==> src/rtl/core/bgr_pkg.sv <==
// shared widths, register indexes and payload types for the rank remap block
// no dependencies
package bgr_pkg;

	localparam int NODE_W     = 20;
	localparam int CFG_W      = 10;
	localparam int DIMS_W     = 2;
	localparam int IDX_W      = 3;
	localparam int RANK_W     = 30;
	localparam int COORD_BITS = 10;
	localparam int DIV_W      = NODE_W + 1;

	localparam logic [DIV_W-1:0]  DIV_PASS  = DIV_W'(1) << NODE_W;
	localparam logic [DIMS_W-1:0] DIMS_2D   = 2'd2;
	localparam logic [DIMS_W-1:0] DIMS_3D   = 2'd3;
	localparam longint COORD_MAX = (64'd1 << COORD_BITS) - 64'd1;
	localparam longint RANK_MAX  = (64'd1 << RANK_W) - 64'd1;

	typedef enum logic [IDX_W-1:0] {
		REG_NUM_DIMS = 3'd0,
		REG_GRID_0   = 3'd1,
		REG_GRID_1   = 3'd2,
		REG_BLOCK_0  = 3'd3,
		REG_BLOCK_1  = 3'd4,
		REG_BLOCK_2  = 3'd5
	} reg_idx_t;

	typedef struct packed {
		logic [NODE_W-1:0] node_number;
		logic [NODE_W-1:0] slot_in_node;
	} req_t;

	typedef struct packed {
		logic [COORD_BITS-1:0] coord_x;
		logic [COORD_BITS-1:0] coord_y;
		logic [COORD_BITS-1:0] coord_z;
		logic [RANK_W-1:0]     linear_rank;
		logic                  map_error;
	} rsp_t;

	// derived settings handed from the config unit to the datapath
	typedef struct packed {
		logic [CFG_W-1:0]   b0;
		logic [CFG_W-1:0]   b1;
		logic [CFG_W-1:0]   b2;
		logic [CFG_W-1:0]   g0;
		logic [2*CFG_W-1:0] g01;
		logic [CFG_W-1:0]   w;
		logic [DIV_W-1:0]   div_a;
		logic [DIV_W-1:0]   div_p;
		logic               err;
	} cfg_t;

endpackage

==> src/rtl/core/bgr_cfg.sv <==
// configuration registers and serial derivation of the per-item divisors
// depends on bgr_pkg
module bgr_cfg (
	input  logic                        clk,
	input  logic                        arst_n,
	input  logic                        cfg_valid,
	output logic                        cfg_ready,
	input  logic [bgr_pkg::IDX_W-1:0]   cfg_index,
	input  logic [bgr_pkg::CFG_W-1:0]   cfg_data,
	output bgr_pkg::cfg_t               cur
);

	localparam int CW  = bgr_pkg::CFG_W;
	localparam int CNW = $clog2(CW);

	typedef enum logic [2:0] {
		ST_IDLE, ST_LOAD_W, ST_CALC_W, ST_LOAD_H, ST_CALC_H, ST_MULT
	} state_t;

	state_t                      state_q;
	logic [bgr_pkg::DIMS_W-1:0]  dims_q;
	logic [CW-1:0]               g0_q, g1_q, b0_q, b1_q, b2_q;
	logic [CW-1:0]               w_q, h_q, rem_q, dq_q;
	logic [CNW-1:0]              cnt_q;
	bgr_pkg::cfg_t               cur_q;

	logic [CW-1:0] div_d;
	logic [CW:0]   t, diff;
	logic          ge;
	logic [CW-1:0] rem_nx, dq_nx;
	logic [2*CW-1:0] prod_a, prod_p;

	// one restoring step, shared by both divisions
	always_comb begin
		div_d  = (state_q == ST_CALC_W) ? b1_q : b0_q;
		t      = {rem_q, dq_q[CW-1]};
		diff   = t - {1'b0, div_d};
		ge     = t >= {1'b0, div_d};
		rem_nx = ge ? diff[CW-1:0] : t[CW-1:0];
		dq_nx  = {dq_q[CW-2:0], ge};
		prod_a = w_q * h_q;
		prod_p = b0_q * b1_q;
	end

	always_ff @(posedge clk or negedge arst_n) begin
		if (!arst_n) begin
			state_q   <= ST_IDLE;
			dims_q    <= bgr_pkg::DIMS_2D;
			g0_q      <= CW'(1);
			g1_q      <= CW'(1);
			b0_q      <= CW'(1);
			b1_q      <= CW'(1);
			b2_q      <= CW'(1);
			w_q       <= CW'(1);
			h_q       <= CW'(1);
			rem_q     <= '0;
			dq_q      <= '0;
			cnt_q     <= '0;
			cur_q.b0  <= CW'(1);
			cur_q.b1  <= CW'(1);
			cur_q.b2  <= CW'(1);
			cur_q.g0  <= CW'(1);
			cur_q.g01 <= (2*CW)'(1);
			cur_q.w   <= CW'(1);
			cur_q.div_a <= bgr_pkg::DIV_PASS;
			cur_q.div_p <= bgr_pkg::DIV_PASS;
			cur_q.err <= 1'b0;
		end else begin
			case (state_q)
				ST_IDLE: begin
					if (cfg_valid) begin
						case (cfg_index)
							bgr_pkg::REG_NUM_DIMS: dims_q <= cfg_data[bgr_pkg::DIMS_W-1:0];
							bgr_pkg::REG_GRID_0:   g0_q <= cfg_data;
							bgr_pkg::REG_GRID_1:   g1_q <= cfg_data;
							bgr_pkg::REG_BLOCK_0:  b0_q <= cfg_data;
							bgr_pkg::REG_BLOCK_1:  b1_q <= cfg_data;
							bgr_pkg::REG_BLOCK_2:  b2_q <= cfg_data;
							default: ;
						endcase
						state_q <= ST_LOAD_W;
					end
				end
				ST_LOAD_W: begin
					rem_q   <= '0;
					dq_q    <= g1_q;
					cnt_q   <= '0;
					state_q <= ST_CALC_W;
				end
				ST_CALC_W: begin
					rem_q <= rem_nx;
					dq_q  <= dq_nx;
					cnt_q <= cnt_q + CNW'(1);
					if (cnt_q == CNW'(CW - 1)) begin
						w_q     <= dq_nx;
						state_q <= ST_LOAD_H;
					end
				end
				ST_LOAD_H: begin
					rem_q   <= '0;
					dq_q    <= g0_q;
					cnt_q   <= '0;
					state_q <= ST_CALC_H;
				end
				ST_CALC_H: begin
					rem_q <= rem_nx;
					dq_q  <= dq_nx;
					cnt_q <= cnt_q + CNW'(1);
					if (cnt_q == CNW'(CW - 1)) begin
						h_q     <= dq_nx;
						state_q <= ST_MULT;
					end
				end
				ST_MULT: begin
					cur_q.b0  <= b0_q;
					cur_q.b1  <= b1_q;
					cur_q.b2  <= b2_q;
					cur_q.g0  <= g0_q;
					cur_q.g01 <= g0_q * g1_q;
					cur_q.w   <= w_q;
					if (dims_q == bgr_pkg::DIMS_3D) begin
						cur_q.div_a <= {1'b0, prod_a};
						cur_q.div_p <= {1'b0, prod_p};
					end else begin
						cur_q.div_a <= bgr_pkg::DIV_PASS;
						cur_q.div_p <= bgr_pkg::DIV_PASS;
					end
					cur_q.err <= (dims_q < bgr_pkg::DIMS_2D) || (b1_q == '0) || (w_q == '0)
						|| ((dims_q == bgr_pkg::DIMS_3D) && ((b0_q == '0) || (h_q == '0)));
					state_q <= ST_IDLE;
				end
				default: state_q <= ST_IDLE;
			endcase
		end
	end

	assign cfg_ready = (state_q == ST_IDLE);
	assign cur       = cur_q;

endmodule

==> config.mk <==
export PLATFORM = sky130hd
export DESIGN_NAME = bgr_cfg
export DESIGN_NICKNAME = d
export VERILOG_FILES = /design/src/rtl/core/bgr_pkg.sv /design/src/rtl/core/bgr_cfg.sv
export SDC_FILE = /design/constraint.sdc
export NUM_CORES = 1
export LEC_CHECK = 0
export BUFFER_PORTS_ARGS = -buffer_cell sky130_fd_sc_hd__buf_2
export CORE_UTILIZATION = 45
export DETAILED_ROUTE_END_ITERATION = 8
export RECOVER_POWER = 100
export SYNTH_ARGS = -nofsm -noshare
export SYNTH_HDL_FRONTEND = slang
export SYNTH_SLANG_ARGS = --single-unit
==> constraint.sdc <==
create_clock -name clk -period 5.19 [get_ports clk]
set_input_delay 0.519 -clock clk [delete_from_list [all_inputs] [get_ports clk]]
set_output_delay 0.519 -clock clk [all_outputs]
set_load 0.01 [all_outputs]
==> metrics.csv <==
metric,value,unit
critPathLaunchType,flip-flop,
slowest_delay,0.53,ns
rr_worst_depth,18,
clk_pin_slew,0.06,ns
fillers,3898,
worstSkewPairLatency,0.58,ns
wl_met3,1980,µm
syn_inst,2007,
fin_crit_sh,97.6,%
diodes,0,
synth_seq_cells,211,
grt_start_max_net_pins,114,
async_reset_ff_share,100,%
clock_sinks,211,
htreeDepth,1,
max-slew-margin-rel,-93.3,%
setup_viol,0,
synth_edf_count,0,
critPathSlowestCell,fa_1,
cap_violations,2,
grt.total_usage,22.1,%
end_kind,flip-flop,
initial_core_util,45.6,%
syn_avg_cell_area,9.53,µm²
first_pass_iters,5,
fin_crit,5.07,ns
port_buffers,129,
wl_per_cell,17.4,µm
cts_tree,done,
die_h,208,µm
clockBufferDepth,3,
num_rows,75,
core-area,41900,µm²
post_drt_via_cell_ratio,5.33,
syn_nets,2387,
final_cell_mix,"nand2_1, inv_1, dfrtp_1, and2_1, fa_1",
die-area,43300,µm²
synth_area,19100,µm²
ys_seq_area_share,27.7,%
fin_ws,0.124,ns
tightest_slew,2.90,ns
layout.nets,2519,
area_delta_synth_final,11.8,%
gp_congestion,0.877,
hold_path.class,in -> reg,
place_worst_setup_slack,0.159,ns
whs_path_depth,2,
wirelength,46800,µm
vias,14382,
ios,130,
drt_iter0_markers,841,
rsz0062_at_grt,true,
yosys_warnings,0,
wl_met2,21500,µm
synth_ff_type,dfrtp_1,
path_max_fanout,4,
antenna_found_initial,0,
layout-drive-gt1-share,11.3,%
final_common_cell,nand2_1,
slew_violations,168,
dp_hpwl,35300,µm
path_class,reg -> reg,
hold_violations,0,
synth_cell_types,73,
drcViolationCount,0,
wirelength_met1,22600,µm
first_global_vias,14697,
fin_skew,0.0303,ns
grt_pass1_wl,77700,µm
max_freq,0.197,GHz
run_status,"finished, violations left",
die_x,208,µm
path_cells,nand2_2 -> fa_1 -> inv_1 -> fa_1 -> inv_1 -> fa_1 -> inv_1 -> fa_1 -> inv_1 -> fa_1 -> inv_1 -> ha_1 -> and3_4 -> and3_1 -> a2111o_1 -> a31oi_2 -> xor2_1 -> o21ai_1,
route.antenna.remaining_nets,0,
violations,"max-capacitance violations, max-slew violations",
highest_layer,met4,
worst_ep_required_time,5.58,ns
setup_tns,0,ns
cts_root_buffer,clkbuf_16,
cp.arrival,5.45,ns
cts_buffers,26,
grt_overflow,0,
-- critical path: cells and delay by family (launching register included) --
family | cells | cell delay [ns]
AND/OR/NAND/NOR | 3 | 0.47
XOR/XNOR | 1 | 0.15
adder cells (fa/ha/maj) | 6 | 2.87
buffers and inverters | 5 | 0.25
flip-flops | 1 | 0.40
AO/OA/AOI/OAI | 3 | 0.74
-- cells by family (layout without fill, tap and decap cells) --
| family | count (synthesis) | in the layout | share of synthesized area, % |
|---|---|---|---|
| AND/OR/NAND/NOR | 729 | 729 | 18.1 |
| adder cells (fa/ha/maj) | 364 | 364 | 31.2 |
| buffers and inverters | 302 | 454 | 6.06 |
| AO/OA/AOI/OAI | 264 | 264 | 8.97 |
| flip-flops | 211 | 211 | 27.7 |
| multiplexers | 93 | 93 | 5.94 |
| XOR/XNOR | 44 | 44 | 2.02 |
-- worst paths after layout --
path / from / endpoint / slack [ns]
max in group asynchronous: arst_n / w_q[4] / 1.37
worst max register to register: b0_q[7] / cur[18] / 0.12
worst min-delay path: cfg_data[1] / b2_q[1] / 0.32
worst min register to register: cur[53] / cur[53] / 0.45
worst max-delay path: b0_q[7] / cur[18] / 0.12
min in group asynchronous: arst_n / cur[109] / 0.89
-- layer usage --
metal,global-route usage [%],vias up
li1,-,6865
met1,32.2,7182
met2,35.6,295
met4,4.16,0
met5,0,-
met3,2.73,40
-- synthesized netlist by cell type (18+ instances only) --
cell type,n,area share [%]
fa_1,187,20
ha_1,177,12
inv_1,202,4.0
and2_1,193,6.3
nand3_1,22,0.58
xor2_1,26,1.2
clkbuf_1,77,1.5
dfrtp_1,196,26
mux2_2,73,4.3
a21oi_1,52,1.4
nand2_1,380,7.5
xnor2_1,18,0.82
o21ai_0,69,1.8
nor2_1,49,0.96
-- state kept, by name, summed over array words and instances, names as in the netlist, 3 cells and up --
| signal | count |
|---|---|
| b1_q | 10 |
| state_q | 3 |
| rem_q | 10 |
| b2_q | 10 |
| g0_q | 10 |
| dq_q | 10 |
| g1_q | 10 |
| cnt_q | 4 |
| cur | 112 |
| b0_q | 10 |
| w_q | 10 |
| h_q | 10 |
-- layout make-up --
class	count	area, µm²	area share [%]
clock buffers	36	728	3.41
clock inverters	12	146	0.685
inverters	202	758	3.55
multi-input cells	1494	12700	59.4
flip-flops and latches	211	5310	24.8
well taps	539	674	3.15
repair buffers	204	1060	4.95
-- per-stage QoR --
stage	std cells	cell area [µm²]	hold slack (ns)	util (%)
finish	2698	21400	0.316	51.0
global route	2698	21400	0.304	51.0
CTS	2695	21500	0.0704	51.2
detailed placement	2647	20600	0.446	49.1
global placement	2647	20600	0.441	49.1
floorplan	2007	19100	0.223	-
-- timing repair --
item                                    CTS  global route
endpoints found under the setup margin    0            12
hold buffers                              0             0
endpoints found under the hold margin     0             0
buffers inserted                          0             3
resized for setup                         0            20
Power is not shown: default switching activity piles up to over one toggle a cycle in this logic, so the estimate is an artifact.
