==> config.mk <==
export PLATFORM = sky130hd
export DESIGN_NAME = bgr_post
export DESIGN_NICKNAME = d
export VERILOG_FILES = /design/src/rtl/core/bgr_pkg.sv /design/src/rtl/core/bgr_post.sv
export SDC_FILE = /design/constraint.sdc
export NUM_CORES = 2
export LEC_CHECK = 0
export ABC_CLOCK_PERIOD_IN_PS = 7000
export BUFFER_PORTS_ARGS = -buffer_cell sky130_fd_sc_hd__buf_2
export CAP_MARGIN = 20
export CORE_MARGIN = 10
export CORE_UTILIZATION = 45
export CTS_CLUSTER_SIZE = 30
export DETAILED_ROUTE_END_ITERATION = 16
export GPL_ROUTABILITY_DRIVEN = 0
export HOLD_SLACK_MARGIN = 0.03
export PLACE_DENSITY = 0.64
export SLEW_MARGIN = 25
export SYNTH_ARGS = -nofsm -noshare
export SYNTH_HDL_FRONTEND = slang
export SYNTH_SLANG_ARGS = --single-unit
==> constraint.sdc <==
create_clock -name clk -period 7 [get_ports clk]
set_clock_uncertainty 0.2 [all_clocks]
set_input_delay 1.05 -clock clk [delete_from_list [all_inputs] [get_ports clk]]
set_output_delay 1.05 -clock clk [all_outputs]
set_load 0.05 [all_outputs]
==> src/rtl/core/bgr_pkg.sv <==
// shared widths, register indexes and payload types for the rank remap block
// no dependencies
package bgr_pkg;

	localparam int NODE_W     = 20;
	localparam int CFG_W      = 10;
	localparam int DIMS_W     = 2;
	localparam int IDX_W      = 3;
	localparam int RANK_W     = 30;
	localparam int COORD_BITS = 10;
	localparam int DIV_W      = NODE_W + 1;

	localparam logic [DIV_W-1:0]  DIV_PASS  = DIV_W'(1) << NODE_W;
	localparam logic [DIMS_W-1:0] DIMS_2D   = 2'd2;
	localparam logic [DIMS_W-1:0] DIMS_3D   = 2'd3;
	localparam longint COORD_MAX = (64'd1 << COORD_BITS) - 64'd1;
	localparam longint RANK_MAX  = (64'd1 << RANK_W) - 64'd1;

	typedef enum logic [IDX_W-1:0] {
		REG_NUM_DIMS = 3'd0,
		REG_GRID_0   = 3'd1,
		REG_GRID_1   = 3'd2,
		REG_BLOCK_0  = 3'd3,
		REG_BLOCK_1  = 3'd4,
		REG_BLOCK_2  = 3'd5
	} reg_idx_t;

	typedef struct packed {
		logic [NODE_W-1:0] node_number;
		logic [NODE_W-1:0] slot_in_node;
	} req_t;

	typedef struct packed {
		logic [COORD_BITS-1:0] coord_x;
		logic [COORD_BITS-1:0] coord_y;
		logic [COORD_BITS-1:0] coord_z;
		logic [RANK_W-1:0]     linear_rank;
		logic                  map_error;
	} rsp_t;

	// derived settings handed from the config unit to the datapath
	typedef struct packed {
		logic [CFG_W-1:0]   b0;
		logic [CFG_W-1:0]   b1;
		logic [CFG_W-1:0]   b2;
		logic [CFG_W-1:0]   g0;
		logic [2*CFG_W-1:0] g01;
		logic [CFG_W-1:0]   w;
		logic [DIV_W-1:0]   div_a;
		logic [DIV_W-1:0]   div_p;
		logic               err;
	} cfg_t;

endpackage

==> src/rtl/core/bgr_post.sv <==
// coordinate assembly, range checks and rank sum over four elastic stages
// depends on bgr_pkg
module bgr_post (
	input  logic                          clk,
	input  logic                          arst_n,
	input  logic                          up_valid,
	output logic                          up_ready,
	input  logic                          err_in,
	input  logic [bgr_pkg::NODE_W-1:0]    qa_n,
	input  logic [bgr_pkg::NODE_W-1:0]    qa_s,
	input  logic [bgr_pkg::NODE_W-1:0]    qb_n,
	input  logic [bgr_pkg::CFG_W-1:0]     rb_n,
	input  logic [bgr_pkg::NODE_W-1:0]    qb_s,
	input  logic [bgr_pkg::CFG_W-1:0]     rb_s,
	input  bgr_pkg::cfg_t                 cur,
	output logic                          rsp_valid,
	input  logic                          rsp_stall,
	output bgr_pkg::rsp_t                 rsp
);

	localparam int NW    = bgr_pkg::NODE_W;
	localparam int CW    = bgr_pkg::CFG_W;
	localparam int KB    = bgr_pkg::COORD_BITS;
	localparam int XW    = NW + CW + 1;
	localparam int YW    = 2 * CW + 1;
	localparam int SUM_W = 2 * CW + KB + 2;

	logic v_s1, v_s2, v_s3, v_s4;
	logic rdy1, rdy2, rdy3, rdy4;

	logic [NW+CW-1:0] mx_s1, mz_s1;
	logic [2*CW-1:0]  my_s1;
	logic [NW-1:0]    qbs_s1, qas_s1;
	logic [CW-1:0]    rbs_s1;
	logic             err_s1;

	logic [KB-1:0]    x_s2, y_s2, z_s2;
	logic             err_s2;

	logic [KB-1:0]    x_s3, y_s3, z_s3;
	logic [CW+KB-1:0] ry_s3;
	logic [2*CW+KB-1:0] rz_s3;
	logic             err_s3;

	bgr_pkg::rsp_t    rsp_s4;

	logic [XW-1:0]    x_full, z_full;
	logic [YW-1:0]    y_full;
	logic             range_err;
	logic [SUM_W-1:0] sum;
	logic             err4;

	assign rdy4     = !v_s4 || !rsp_stall;
	assign rdy3     = !v_s3 || rdy4;
	assign rdy2     = !v_s2 || rdy3;
	assign rdy1     = !v_s1 || rdy2;
	assign up_ready = rdy1;

	always_comb begin
		x_full    = {1'b0, mx_s1} + XW'(qbs_s1);
		y_full    = {1'b0, my_s1} + YW'(rbs_s1);
		z_full    = {1'b0, mz_s1} + XW'(qas_s1);
		range_err = (x_full > XW'(bgr_pkg::COORD_MAX)) || (y_full > YW'(bgr_pkg::COORD_MAX))
			|| (z_full > XW'(bgr_pkg::COORD_MAX));
		sum  = SUM_W'(x_s3) + SUM_W'(ry_s3) + SUM_W'(rz_s3);
		err4 = err_s3 || (sum > SUM_W'(bgr_pkg::RANK_MAX));
	end

	always_ff @(posedge clk or negedge arst_n) begin
		if (!arst_n) begin
			v_s1 <= 1'b0;
			v_s2 <= 1'b0;
			v_s3 <= 1'b0;
			v_s4 <= 1'b0;
		end else begin
			if (rdy1) v_s1 <= up_valid;
			if (rdy2) v_s2 <= v_s1;
			if (rdy3) v_s3 <= v_s2;
			if (rdy4) v_s4 <= v_s3;
		end
	end

	always_ff @(posedge clk) begin
		if (rdy1 && up_valid) begin
			mx_s1  <= qb_n * cur.b0;
			my_s1  <= rb_n * cur.b1;
			mz_s1  <= qa_n * cur.b2;
			qbs_s1 <= qb_s;
			rbs_s1 <= rb_s;
			qas_s1 <= qa_s;
			err_s1 <= err_in;
		end
		if (rdy2 && v_s1) begin
			x_s2   <= x_full[KB-1:0];
			y_s2   <= y_full[KB-1:0];
			z_s2   <= z_full[KB-1:0];
			err_s2 <= err_s1 || range_err;
		end
		if (rdy3 && v_s2) begin
			ry_s3  <= cur.g0 * y_s2;
			rz_s3  <= cur.g01 * z_s2;
			x_s3   <= x_s2;
			y_s3   <= y_s2;
			z_s3   <= z_s2;
			err_s3 <= err_s2;
		end
		if (rdy4 && v_s3) begin
			rsp_s4.coord_x     <= err4 ? '0 : x_s3;
			rsp_s4.coord_y     <= err4 ? '0 : y_s3;
			rsp_s4.coord_z     <= err4 ? '0 : z_s3;
			rsp_s4.linear_rank <= err4 ? '0 : sum[bgr_pkg::RANK_W-1:0];
			rsp_s4.map_error   <= err4;
		end
	end

	assign rsp_valid = v_s4;
	assign rsp       = rsp_s4;

endmodule

==> results.md <==
* Result of the run: finished, final reports clean
* Initial core utilization at 45.4%
* Number of sinks on the clock net at 308
* Crit path capture type: register
* CTS Hold Bufs at 0
* DRC violations left at 0
* Leftover overflow at the end of global routing at 0
* Area of the die at 100000 um^2
* Filler-free cell count of the finished design at 5339
* Post-CTS setup repair buffer count at 0
* Router iterations before antenna repair at 5
* Die height at 316 um
* Seq cells post-synth at 308
* DP Area at 42000 um^2
* Initial antenna violation count at 15
* Avg Synthesized Cell Area at 9.92 um^2
* Cell count of the worst reg-to-reg path at 19
* Core Area at 87000 um^2
* Register-to-register setup slack at 450 ps
* Number of distinct standard cells referenced by the synthesized netlist at 84
* Source of the worst register-to-register timing path: z_s2[5]
* Worst slew pin tran at 818 ps
* Vias in the first global route at 29600
* Largest family of logic cells by synthesized area: adder cells
* Achievable frequency at 153 MHz
* Area share of the leading cell type in the synthesized netlist at 28.6%
* Share of cells above drive strength 1 at 9.35%
* Highest net fanout along the worst path at 16
* Critical path startpoint category: register
* Crit path kind: reg2reg
* Register area share after synthesis at 23.3%
* Max-slew violation total from the final report at 0
* Final instance area at 43200 um^2
* Vias after detailed routing at 27800
* Number of nets in the layout at 5321
* Number of design-rule violations left by the first detailed-router iteration at 1409
* Final critical path time including I/O delays and setup at 6550 ps
* FF-to-FF End: rz_s3[28]
* Count of final setup violators at 0
* Routed Antenna Nets at 0
* Routed wire length per instance at 17.4 um
* Dominant register cell in the synthesized netlist: sky130_fd_sc_hd__edfxtp_1
* Largest net degree at the start of global routing at 84
* Source-to-sink clock delay at the later pin of the worst-skew pair at 550 ps
* Number of standard cells after synthesis at 3984
* Adder and majority gate portion of the synthesized area at 40.8%
* Sum Neg Setup Slack at 0 ps
* Max-capacitance violation count at 0
* Unrepaired setup endpoints after global routing: false
* Synthesis-to-layout area growth at 9.20%
* Post-synth EDFFs at 304
* Global-route usage over all layers at 18.9%
* Total nets after synthesis at 5151
* Count of final hold-check violations at 0
* CTS max path bufs at 3
* Master cell of the clock root buffer: sky130_fd_sc_hd__clkbuf_16
* Arrival time reported for the critical path endpoint at 6630 ps
* Portion of netlist area occupied by mux cells at 0.184%
* Crit path setup slack, layout at 455 ps
* Worst slew margin relative to its limit at 45.5%
* CTS clk-pin slew, worst paths at 60 ps
* Setup Slack @ Placement at 98.8 ps
* WL final at 92700 um
* Inserted Clock Buffers at 36
* Port Buffer Count at 227
* Share of the synthesized netlist area taken by xor and xnor gates at 3.59%
* Main area contributors after synthesis: sky130_fd_sc_hd__fa_1 29%, sky130_fd_sc_hd__edfxtp_1 23%, sky130_fd_sc_hd__ha_1 12%
* Number of ports placed on the die boundary at 281
* Count of H-tree levels built during CTS at 2
* Ys async rst share at 1.30%
* Number of placed instances, taps included at 5270
* Count of warnings emitted by yosys at 0
* Chip Width at 316 um
* HPWL reported at the end of detailed placement at 76800 um
* Post-synthesis instance area at 39500 um^2
* Post-Synth Simple-Gate Area at 16.3%
* Average via count per standard cell at 5.21
* Site row count at 108
* Largest area contributor in the netlist: sky130_fd_sc_hd__fa_1
* Post-CTS sizing at 0
* Clock tree from TritonCTS: built
* Worst min-delay path category: in2async
* Synthesized-area fraction occupied by ao, oa, aoi and oai cells at 8.40%
* Fraction of the cycle the final worst path needs at 93.5%
* Required arrival time at the worst endpoint at 7080 ps
* First-pass GRT wire length at 153000 um
==> placed cells by master, fill, tap and decap left out, drive strengths merged, types with 13 or more instances in the layout <==
cell type  Yosys  layout
a211o         13      13
a211oi        22      22
a21o          46      46
a21oi        154     154
a31oi         16      16
and2         439     439
and3          19      19
buf           10     298
clkbuf       156      43
edfxtp       304     304
fa           564     564
ha           385     385
inv          610     617
nand2        502     502
nand2b        19      19
nand3         45      45
nand4         17      17
nor2         147     147
nor2b         20      20
nor3          47      47
o211ai        15      15
o21a          29      29
o21ai         72      72
o21bai        18      18
xnor2        118     118
xor2          44      44
==> worst max-delay path by stage <==
stage / start / endpoint / slack (ps) / cells after the start
3_3_place_gp: cur[87] / mz_s1[29] / 130 / 20
5_1_grt: z_s2[5] / rz_s3[23] / 30 / 21
4_1_cts: z_s2[5] / rz_s3[28] / 560 / 19
6_report: z_s2[5] / rz_s3[28] / 450 / 19
2_1_floorplan: cur[84] / mz_s1[28] / 270 / 21
3_5_place_dp: cur[58] / rz_s3[28] / 100 / 20
==> final cells by class <==
| type | instances | area [um^2] |
|---|---|---|
| Clock inverter | 21 | 178 |
| Timing Repair Buffer | 298 | 1680 |
| Fill cell | 8092 | 43900 |
| Inverter | 610 | 2290 |
| Multi-Input combinational cell | 2900 | 27400 |
| Clock buffer | 43 | 948 |
| Tap cell | 1155 | 1450 |
| Sequential cell | 308 | 9230 |
| Antenna cell | 4 | 10.0 |
==> stage by stage <==
stage | util, % | hold WS, ps
final | 49.6 | 92.9
after global routing | 49.6 | 63.2
after CTS | 49.6 | 59.9
after detailed placement | 48.3 | 205
after global placement | 48.3 | 203
after floorplan | - | 200
==> sequential cells by signal (all words and copies together), names as in the netlist, 20 cells and up <==
register	cells
ry_s3	20
rsp	61
rz_s3	30
qbs_s1	20
mx_s1	30
qas_s1	20
my_s1	20
mz_s1	30
==> worst max-delay path, cell delays in order (launching register included) <==
cell and delay [ps]:
sky130_fd_sc_hd__edfxtp_1 830, sky130_fd_sc_hd__nand2_1 160, sky130_fd_sc_hd__fa_1 520, sky130_fd_sc_hd__fa_1 540, sky130_fd_sc_hd__inv_1 50, sky130_fd_sc_hd__fa_1 480, sky130_fd_sc_hd__fa_1 510, sky130_fd_sc_hd__inv_1 50
sky130_fd_sc_hd__fa_1 470, sky130_fd_sc_hd__inv_1 40, sky130_fd_sc_hd__ha_1 320, sky130_fd_sc_hd__a21o_1 190, sky130_fd_sc_hd__a211o_1 300, sky130_fd_sc_hd__o211ai_1 210, sky130_fd_sc_hd__a21oi_1 120, sky130_fd_sc_hd__o41ai_2 300
sky130_fd_sc_hd__o211ai_1 200, sky130_fd_sc_hd__a31oi_1 370, sky130_fd_sc_hd__nor2b_1 260, sky130_fd_sc_hd__o311ai_1 130
==> kinds of logic after synthesis <==
logic type | after synthesis
compound gates | 484
xor+xnor | 162
fa+ha+maj | 949
buf+inv | 776
flops | 308
mux | 7
simple gates | 1298
==> Yosys cell counts (18+ instances only) <==
cell and n:
sky130_fd_sc_hd__a21oi_1 153, sky130_fd_sc_hd__nand3_1 45, sky130_fd_sc_hd__edfxtp_1 304, sky130_fd_sc_hd__and3_1 19, sky130_fd_sc_hd__inv_1 608, sky130_fd_sc_hd__nor2b_1 20, sky130_fd_sc_hd__a211oi_1 19, sky130_fd_sc_hd__o21a_1 29
sky130_fd_sc_hd__clkbuf_1 156, sky130_fd_sc_hd__fa_1 564, sky130_fd_sc_hd__xor2_1 44, sky130_fd_sc_hd__nor2_1 147, sky130_fd_sc_hd__xnor2_1 118, sky130_fd_sc_hd__and2_1 439, sky130_fd_sc_hd__nand2_1 502, sky130_fd_sc_hd__a21o_1 46
sky130_fd_sc_hd__o21ai_0 64, sky130_fd_sc_hd__o21bai_1 18, sky130_fd_sc_hd__nor3_1 47, sky130_fd_sc_hd__ha_1 385, sky130_fd_sc_hd__nand2b_1 19
==> metal layers <==
| layer | up-vias | share of wire [%] | track usage (%) |
|---|---|---|---|
| met2 | 568 | 49 | 33.0 |
| li1 | 13200 | - | - |
| met3 | 109 | 5.4 | 2.84 |
| met5 | - | 0.094 | 0 |
| met1 | 13900 | 43 | 24.3 |
| met4 | 12 | 2.1 | 4.66 |
Power is left out: the tool's default activity adds up to more than one toggle a clock period on the data nets, which glitch-free logic cannot reach.
