==> src/rtl/core/bgr_pkg.sv <==
// shared widths, register indexes and payload types for the rank remap block
// no dependencies
package bgr_pkg;

	localparam int NODE_W     = 20;
	localparam int CFG_W      = 10;
	localparam int DIMS_W     = 2;
	localparam int IDX_W      = 3;
	localparam int RANK_W     = 30;
	localparam int COORD_BITS = 10;
	localparam int DIV_W      = NODE_W + 1;

	localparam logic [DIV_W-1:0]  DIV_PASS  = DIV_W'(1) << NODE_W;
	localparam logic [DIMS_W-1:0] DIMS_2D   = 2'd2;
	localparam logic [DIMS_W-1:0] DIMS_3D   = 2'd3;
	localparam longint COORD_MAX = (64'd1 << COORD_BITS) - 64'd1;
	localparam longint RANK_MAX  = (64'd1 << RANK_W) - 64'd1;

	typedef enum logic [IDX_W-1:0] {
		REG_NUM_DIMS = 3'd0,
		REG_GRID_0   = 3'd1,
		REG_GRID_1   = 3'd2,
		REG_BLOCK_0  = 3'd3,
		REG_BLOCK_1  = 3'd4,
		REG_BLOCK_2  = 3'd5
	} reg_idx_t;

	typedef struct packed {
		logic [NODE_W-1:0] node_number;
		logic [NODE_W-1:0] slot_in_node;
	} req_t;

	typedef struct packed {
		logic [COORD_BITS-1:0] coord_x;
		logic [COORD_BITS-1:0] coord_y;
		logic [COORD_BITS-1:0] coord_z;
		logic [RANK_W-1:0]     linear_rank;
		logic                  map_error;
	} rsp_t;

	// derived settings handed from the config unit to the datapath
	typedef struct packed {
		logic [CFG_W-1:0]   b0;
		logic [CFG_W-1:0]   b1;
		logic [CFG_W-1:0]   b2;
		logic [CFG_W-1:0]   g0;
		logic [2*CFG_W-1:0] g01;
		logic [CFG_W-1:0]   w;
		logic [DIV_W-1:0]   div_a;
		logic [DIV_W-1:0]   div_p;
		logic               err;
	} cfg_t;

endpackage

==> src/rtl/core/bgr_div_cell.sv <==
// one restoring division cell on two lanes, registered, with elastic handshake
// depends on bgr_pkg
module bgr_div_cell #(
	parameter int VW = bgr_pkg::DIV_W,
	parameter int DW = bgr_pkg::NODE_W,
	parameter int SW = 1
) (
	input  logic          clk,
	input  logic          arst_n,
	input  logic          up_valid,
	output logic          up_ready,
	input  logic [VW-1:0] up_rem_n,
	input  logic [DW-1:0] up_dq_n,
	input  logic [VW-1:0] up_rem_s,
	input  logic [DW-1:0] up_dq_s,
	input  logic [SW-1:0] up_side,
	input  logic [VW-1:0] div_n,
	input  logic [VW-1:0] div_s,
	output logic          dn_valid,
	input  logic          dn_ready,
	output logic [VW-1:0] dn_rem_n,
	output logic [DW-1:0] dn_dq_n,
	output logic [VW-1:0] dn_rem_s,
	output logic [DW-1:0] dn_dq_s,
	output logic [SW-1:0] dn_side
);

	function automatic logic [VW+DW-1:0] div_step(input logic [VW-1:0] rem,
			input logic [DW-1:0] dq, input logic [VW-1:0] d);
		logic [VW:0] t;
		logic [VW:0] diff;
		logic        ge;
		t    = {rem, dq[DW-1]};
		diff = t - {1'b0, d};
		ge   = t >= {1'b0, d};
		return {(ge ? diff[VW-1:0] : t[VW-1:0]), dq[DW-2:0], ge};
	endfunction

	logic          v_q;
	logic [VW-1:0] rem_n_q, rem_s_q;
	logic [DW-1:0] dq_n_q, dq_s_q;
	logic [SW-1:0] side_q;

	assign up_ready = !v_q || dn_ready;

	always_ff @(posedge clk or negedge arst_n) begin
		if (!arst_n) begin
			v_q <= 1'b0;
		end else if (up_ready) begin
			v_q <= up_valid;
		end
	end

	always_ff @(posedge clk) begin
		if (up_ready && up_valid) begin
			{rem_n_q, dq_n_q} <= div_step(up_rem_n, up_dq_n, div_n);
			{rem_s_q, dq_s_q} <= div_step(up_rem_s, up_dq_s, div_s);
			side_q            <= up_side;
		end
	end

	assign dn_valid = v_q;
	assign dn_rem_n = rem_n_q;
	assign dn_dq_n  = dq_n_q;
	assign dn_rem_s = rem_s_q;
	assign dn_dq_s  = dq_s_q;
	assign dn_side  = side_q;

endmodule

==> src/rtl/core/bgr_div_chain.sv <==
// row of division cells, one quotient bit per cell, node and slot lanes in step
// depends on bgr_pkg and bgr_div_cell
module bgr_div_chain #(
	parameter int VW = bgr_pkg::DIV_W,
	parameter int DW = bgr_pkg::NODE_W,
	parameter int SW = 1
) (
	input  logic          clk,
	input  logic          arst_n,
	input  logic          up_valid,
	output logic          up_ready,
	input  logic [DW-1:0] up_dvd_n,
	input  logic [DW-1:0] up_dvd_s,
	input  logic [SW-1:0] up_side,
	input  logic [VW-1:0] div_n,
	input  logic [VW-1:0] div_s,
	output logic          dn_valid,
	input  logic          dn_ready,
	output logic [DW-1:0] dn_quo_n,
	output logic [VW-1:0] dn_rem_n,
	output logic [DW-1:0] dn_quo_s,
	output logic [VW-1:0] dn_rem_s,
	output logic [SW-1:0] dn_side
);

	logic          v   [0:DW];
	logic          rdy [0:DW];
	logic [VW-1:0] rn  [0:DW];
	logic [VW-1:0] rs  [0:DW];
	logic [DW-1:0] qn  [0:DW];
	logic [DW-1:0] qs  [0:DW];
	logic [SW-1:0] sd  [0:DW];

	assign v[0]    = up_valid;
	assign rn[0]   = '0;
	assign rs[0]   = '0;
	assign qn[0]   = up_dvd_n;
	assign qs[0]   = up_dvd_s;
	assign sd[0]   = up_side;
	assign up_ready = rdy[0];
	assign rdy[DW] = dn_ready;

	for (genvar i = 0; i < DW; i++) begin : g_cell
		bgr_div_cell #(.VW(VW), .DW(DW), .SW(SW)) u_cell (
			.clk      (clk),
			.arst_n   (arst_n),
			.up_valid (v[i]),
			.up_ready (rdy[i]),
			.up_rem_n (rn[i]),
			.up_dq_n  (qn[i]),
			.up_rem_s (rs[i]),
			.up_dq_s  (qs[i]),
			.up_side  (sd[i]),
			.div_n    (div_n),
			.div_s    (div_s),
			.dn_valid (v[i+1]),
			.dn_ready (rdy[i+1]),
			.dn_rem_n (rn[i+1]),
			.dn_dq_n  (qn[i+1]),
			.dn_rem_s (rs[i+1]),
			.dn_dq_s  (qs[i+1]),
			.dn_side  (sd[i+1])
		);
	end

	assign dn_valid = v[DW];
	assign dn_quo_n = qn[DW];
	assign dn_rem_n = rn[DW];
	assign dn_quo_s = qs[DW];
	assign dn_rem_s = rs[DW];
	assign dn_side  = sd[DW];

endmodule

==> config.mk <==
export PLATFORM = sky130hd
export DESIGN_NAME = bgr_div_chain
export DESIGN_NICKNAME = d
export VERILOG_FILES = /design/src/rtl/core/bgr_pkg.sv /design/src/rtl/core/bgr_div_cell.sv /design/src/rtl/core/bgr_div_chain.sv
export SDC_FILE = /design/constraint.sdc
export NUM_CORES = 2
export LEC_CHECK = 0
export BUFFER_PORTS_ARGS = -buffer_cell sky130_fd_sc_hd__clkbuf_2
export CORE_MARGIN = 1
export CORE_UTILIZATION = 35
export CTS_CLUSTER_DIAMETER = 50
export DETAILED_ROUTE_END_ITERATION = 8
export SYNTH_ARGS = -nofsm -noshare
export SYNTH_HDL_FRONTEND = slang
export SYNTH_HIERARCHICAL = 1
export SYNTH_SLANG_ARGS = --single-unit
==> constraint.sdc <==
create_clock -name clk -period 14.4 [get_ports clk]
set_input_delay 4.32 -clock clk [delete_from_list [all_inputs] [get_ports clk]]
set_output_delay 4.32 -clock clk [all_outputs]
set_load 0.005 [all_outputs]
==> run summary <==
The flow ran to the end, but the final reports show violations. The checks that failed: DRC. The die covers 313000 um2. The leakage component of the power came out at 50.7 nW. Summing all placed instances gives a cell area of 114000 um2. The proportion of total power due to net switching is between 30% and 40%. In this run the worst setup path begins at dn_ready. The compound-gate portion of the synthesized area came out at roughly 17%.

The number of detailed-route iterations in the first pass came out at 9. After synthesis, the cell types taking the most area are sky130_fd_sc_hd__edfxtp_1 46%, sky130_fd_sc_hd__ha_1 9.7%, sky130_fd_sc_hd__mux2_4 4.2%. Setup repair after global routing left no endpoint under its margin. The Yosys warning count is 6. In the synthesized netlist the dominant register cell turns out to be sky130_fd_sc_hd__edfxtp_1. Internal power comes to 17.7 mW. The final hold slack is 0.365 ns.

The detailed-route wire length per cell came out at 19.8 um. The startpoint identified for the worst hold timing path is g_cell[17].u_cell/dn_dq_s[5]. The endpoint type of the worst setup path is an output port.

Along the worst path, the maximum fanout reaches 3. The number of rows created at floorplan is approximately 200. The top cell type by area accounts for between 40% and 50% of the synthesized area. The CTS buffer count is 229. The number of cells on the worst reg-to-reg path is 23. The boundary pin count is 172. Walking the worst path, the cells encountered are clkbuf_2 -> nand2b_1 -> nand2b_1 -> nand2b_1 -> nand2b_1 -> nand2b_1 -> nand2b_1 -> nand2b_1 -> nand2b_1 -> nand2b_1 -> nand2b_1 -> nand2b_1 -> nand2b_1 -> nand2b_1 -> nand2b_1 -> nand2b_1 -> nand2b_1 -> nand2b_1 -> nand2b_1 -> nand2b_1 -> nand2b_1 -> clkbuf_2. The worst hold path cell count came out at 0.

The placed cell count came out at 14206. The initial antenna violation count is 24. Leaving out fill and tap cells, the most frequent cell in the layout is sky130_fd_sc_hd__edfxtp_1. The floorplan die width came out at 560 um. For the pin with the worst max-slew slack, the measured transition is 1.26 ns. The end of the worst register-to-register path is g_cell[0].u_cell/dn_rem_n[16]. Counting along the longest clock path gives a buffer depth of 4. The post-detailed-routing wire length came out at 289000 um.

Synthesis inferred approximately 1700 register bits. The parity-gate share of the synthesized area counting xor and xnor cells is just under 5%. The post-synthesis cell type with the largest combined area is sky130_fd_sc_hd__edfxtp_1.

The worst slew slack as a fraction of its limit is between 10% and 20%. After synthesis, the largest family of logic cells by area is compound AO/OA/AOI/OAI gates. The number of enable-type register cells in the synthesized netlist came out at 1660. TritonCTS built the clock tree. The worst setup path is launched from an input port.

The switching power is 11.5 mW. In this run the standard cell core region covers around 310000 um2. The clock-pin transition on the worst setup and hold timing paths is approximately 0.06 ns. CTS saw 1680 sinks. The setup TNS after final layout came out at 0 ns. Dividing the detail-routed via count by the number of cells gives 5.29.

The number of gates resized after cts is 0. Synthesis handed over a netlist of roughly 10000 instances. The portion of total power attributed to combinational logic came out at approximately half.

The worst-case IR drop observed on VDD is 0.116 mV. In this run the critical register-to-register path is launched from g_cell[19].u_cell/dn_valid. The total setup buffers inserted after CTS is 0. The effective utilization at floorplan is 35.2%. The number of port buffers came out at 171.

The reg-to-reg setup timing slack is 8.68 ns. Once detailed placement completed, the half-perimeter wirelength came to approximately 210000 um. The worst setup timing slack at the placement stage is between 1.5 and 2 ns. The area growth from synthesis to layout is 12.1%. The total power after layout is 29.2 mW. After synthesis, the mean cell area works out to between 10 and 15 um2. The final weighted congestion in routability-driven placement came out at 0.876. In the final layout, the share of cells above drive strength 1 is 11.7%. The total global routing track utilization came out at between 10% and 20%.

For this run, asynchronously set or reset flops after synthesis account for 1.19%. The final clock skew is 0.0759 ns. The library cells used most frequently in the layout, excluding fill and tap cells, are 1660 x sky130_fd_sc_hd__edfxtp_1, 1138 x sky130_fd_sc_hd__inv_1, 840 x sky130_fd_sc_hd__ha_1. The min-delay analysis places its worst path in the category reg -> reg. The overflow left after global routing is 0. The maximum number of pins on one net before global-route repair is 84. The setup path with the least slack is of type in -> out. The final setup violation count came out at 0.

For this run, the slowest stage of the critical path takes 0.32 ns. The core utilization of the finished layout is 39.5%. The clock tree synthesis step divided the H-tree into 4 levels. The proportion of synthesized area in mux cells is 6.17%. The maximum clock frequency came out at ~77 MHz. The part of the cycle the worst path needs is between 80% and 90%. The root buffer cell chosen for the clock tree is sky130_fd_sc_hd__clkbuf_16. The number of standard cells in the final layout excluding fillers is 14622. In this run, flip-flops and latches consume 30.4% of the power.

The clock latency at the later pin of the worst-skew pair is 0.90 ns. The share of total power in the clock network came out at 19.0%. The number of max-cap violations came out at 0. The least setup slack across all paths after layout came out at 1.47 ns. The share of synthesized cell area in and, or, nand and nor gates came out at under 10%. The post-synthesis cell area came out at 109000 um2. The final routed DRC violation total is 22. STA puts the critical path data required time at 10.08 ns. The power per cell area is 239 nW/um2. Once layout is done, the placed cells without fillers occupy around 120000 um2. The cell that appears most often on the critical path is sky130_fd_sc_hd__nand2b_1. The number of endpoints with negative hold slack in the final report came out at 0. The number of distinct standard cells referenced by the synthesized netlist came out at 75. The critical path arrival came out at 8.61 ns.

From bottom edge to top edge, the die measures around 560 um. The number of hold-repair buffers added at the cts stage came out at 0. For hold timing, the worst endpoint is g_cell[18].u_cell/dn_dq_s[6]. The cell type of the slowest stage on the worst timing path is sky130_fd_sc_hd__nand2b_1. The adder and majority cell fraction of the synthesized area is 10.4%.

After synthesis, flip-flops and latches occupy 46.2% of the total area. The via count of the first global-routing pass is 74820. The first routing iteration left 5726 violations. The clock period minus worst slack is 12.93 ns.

The count of antenna-violating nets left after detailed routing is 0. The total via count in the routed design came out at 77392. The wire length of the first global-routing pass came out at roughly 440000 um.

The count of nets after finishing is 11284. The number of max-slew violations in the final report was 0.
## power by group through the flow
stage	Combinational [mW]	Sequential (mW)	Clock, mW
6_report	14.8	8.88	5.55
5_1_grt	16.2	9.02	5.91
4_1_cts	14.7	8.90	5.73
3_5_place_dp	14.6	8.99	0
3_3_place_gp	14.4	8.97	0
2_1_floorplan	11.6	8.47	0
## synth_stat cells (42+ instances only)
master	count
sky130_fd_sc_hd__clkbuf_1	152
sky130_fd_sc_hd__a21o_1	352
sky130_fd_sc_hd__o21ai_0	596
sky130_fd_sc_hd__mux2i_1	90
sky130_fd_sc_hd__o21bai_1	108
sky130_fd_sc_hd__ha_1	840
sky130_fd_sc_hd__nor4_1	48
sky130_fd_sc_hd__mux2_4	308
sky130_fd_sc_hd__o21a_1	78
sky130_fd_sc_hd__nand4_1	130
sky130_fd_sc_hd__xnor2_1	392
sky130_fd_sc_hd__edfxtp_1	1660
sky130_fd_sc_hd__a311o_1	56
sky130_fd_sc_hd__a211oi_1	130
sky130_fd_sc_hd__a221oi_1	42
sky130_fd_sc_hd__nor2b_1	100
sky130_fd_sc_hd__nand2_1	680
sky130_fd_sc_hd__inv_1	1138
sky130_fd_sc_hd__nor3_1	120
sky130_fd_sc_hd__buf_1	42
sky130_fd_sc_hd__and3_1	120
sky130_fd_sc_hd__a31o_2	42
sky130_fd_sc_hd__a21oi_1	704
sky130_fd_sc_hd__o31ai_1	58
sky130_fd_sc_hd__nor2_1	476
sky130_fd_sc_hd__xor2_1	212
sky130_fd_sc_hd__and4_1	68
sky130_fd_sc_hd__mux2_2	82
sky130_fd_sc_hd__a21boi_0	62
sky130_fd_sc_hd__o211ai_1	120
sky130_fd_sc_hd__nand3_1	176
sky130_fd_sc_hd__nand2b_1	100
sky130_fd_sc_hd__buf_6	52
sky130_fd_sc_hd__a31oi_1	74
## cell families (layout without fill, tap and decap cells)
kind of cell | after synthesis | in the layout
AO/OA/AOI/OAI | 2726 | 2726
AND/OR/NAND/NOR | 2198 | 2198
flip-flops | 1680 | 1680
buffers and inverters | 1422 | 1822
adder cells (fa/ha/maj) | 880 | 880
XOR/XNOR | 604 | 604
multiplexers | 504 | 504
other | 1 | 88
## sequential cells by signal, summed over array words and instances (netlist names)
register                flops
g_cell.u_cell/dn_rem_s    420
g_cell.u_cell/dn_rem_n    420
g_cell.u_cell/dn_valid     20
g_cell.u_cell/dn_dq_s     400
g_cell.u_cell/dn_dq_n     400
g_cell.u_cell/dn_side      20
## how the worst max path moves through the flow
stage	to	slack (ns)	cells after the start
floorplan	up_ready	2.66	20
global placement	up_ready	1.43	22
detailed placement	up_ready	1.55	22
CTS	up_ready	1.49	22
global route	up_ready	1.14	22
finish	up_ready	1.47	22
## worst max-delay path, delay by kind of cell
| kind | cells | cell delay (ns) |
|---|---|---|
| buf+inv | 2 | 0.21 |
| simple gates | 20 | 4.06 |
## final cells by class
cell class,instances,area [um2]
Clock inverter,156,1660
Multi-Input combinational cell,6999,53100
Timing Repair Buffer,269,1590
Sequential cell,1680,50300
Inverter,1138,4270
Antenna cell,1,2.50
Clock buffer,259,5860
Tap cell,4120,5150
Fill cell,29507,187000
## per-layer routing
| layer | vias up | wire length [um] | track usage (%) |
|---|---|---|---|
| met3 | 450 | 13700 | 2.03 |
| li1 | 37678 | - | - |
| met5 | - | 63 | 0 |
| met1 | 37400 | 133000 | 24.2 |
| met4 | 12 | 7450 | 5.04 |
| met2 | 1852 | 135000 | 30.0 |
(Power assumes the default switching activity.)
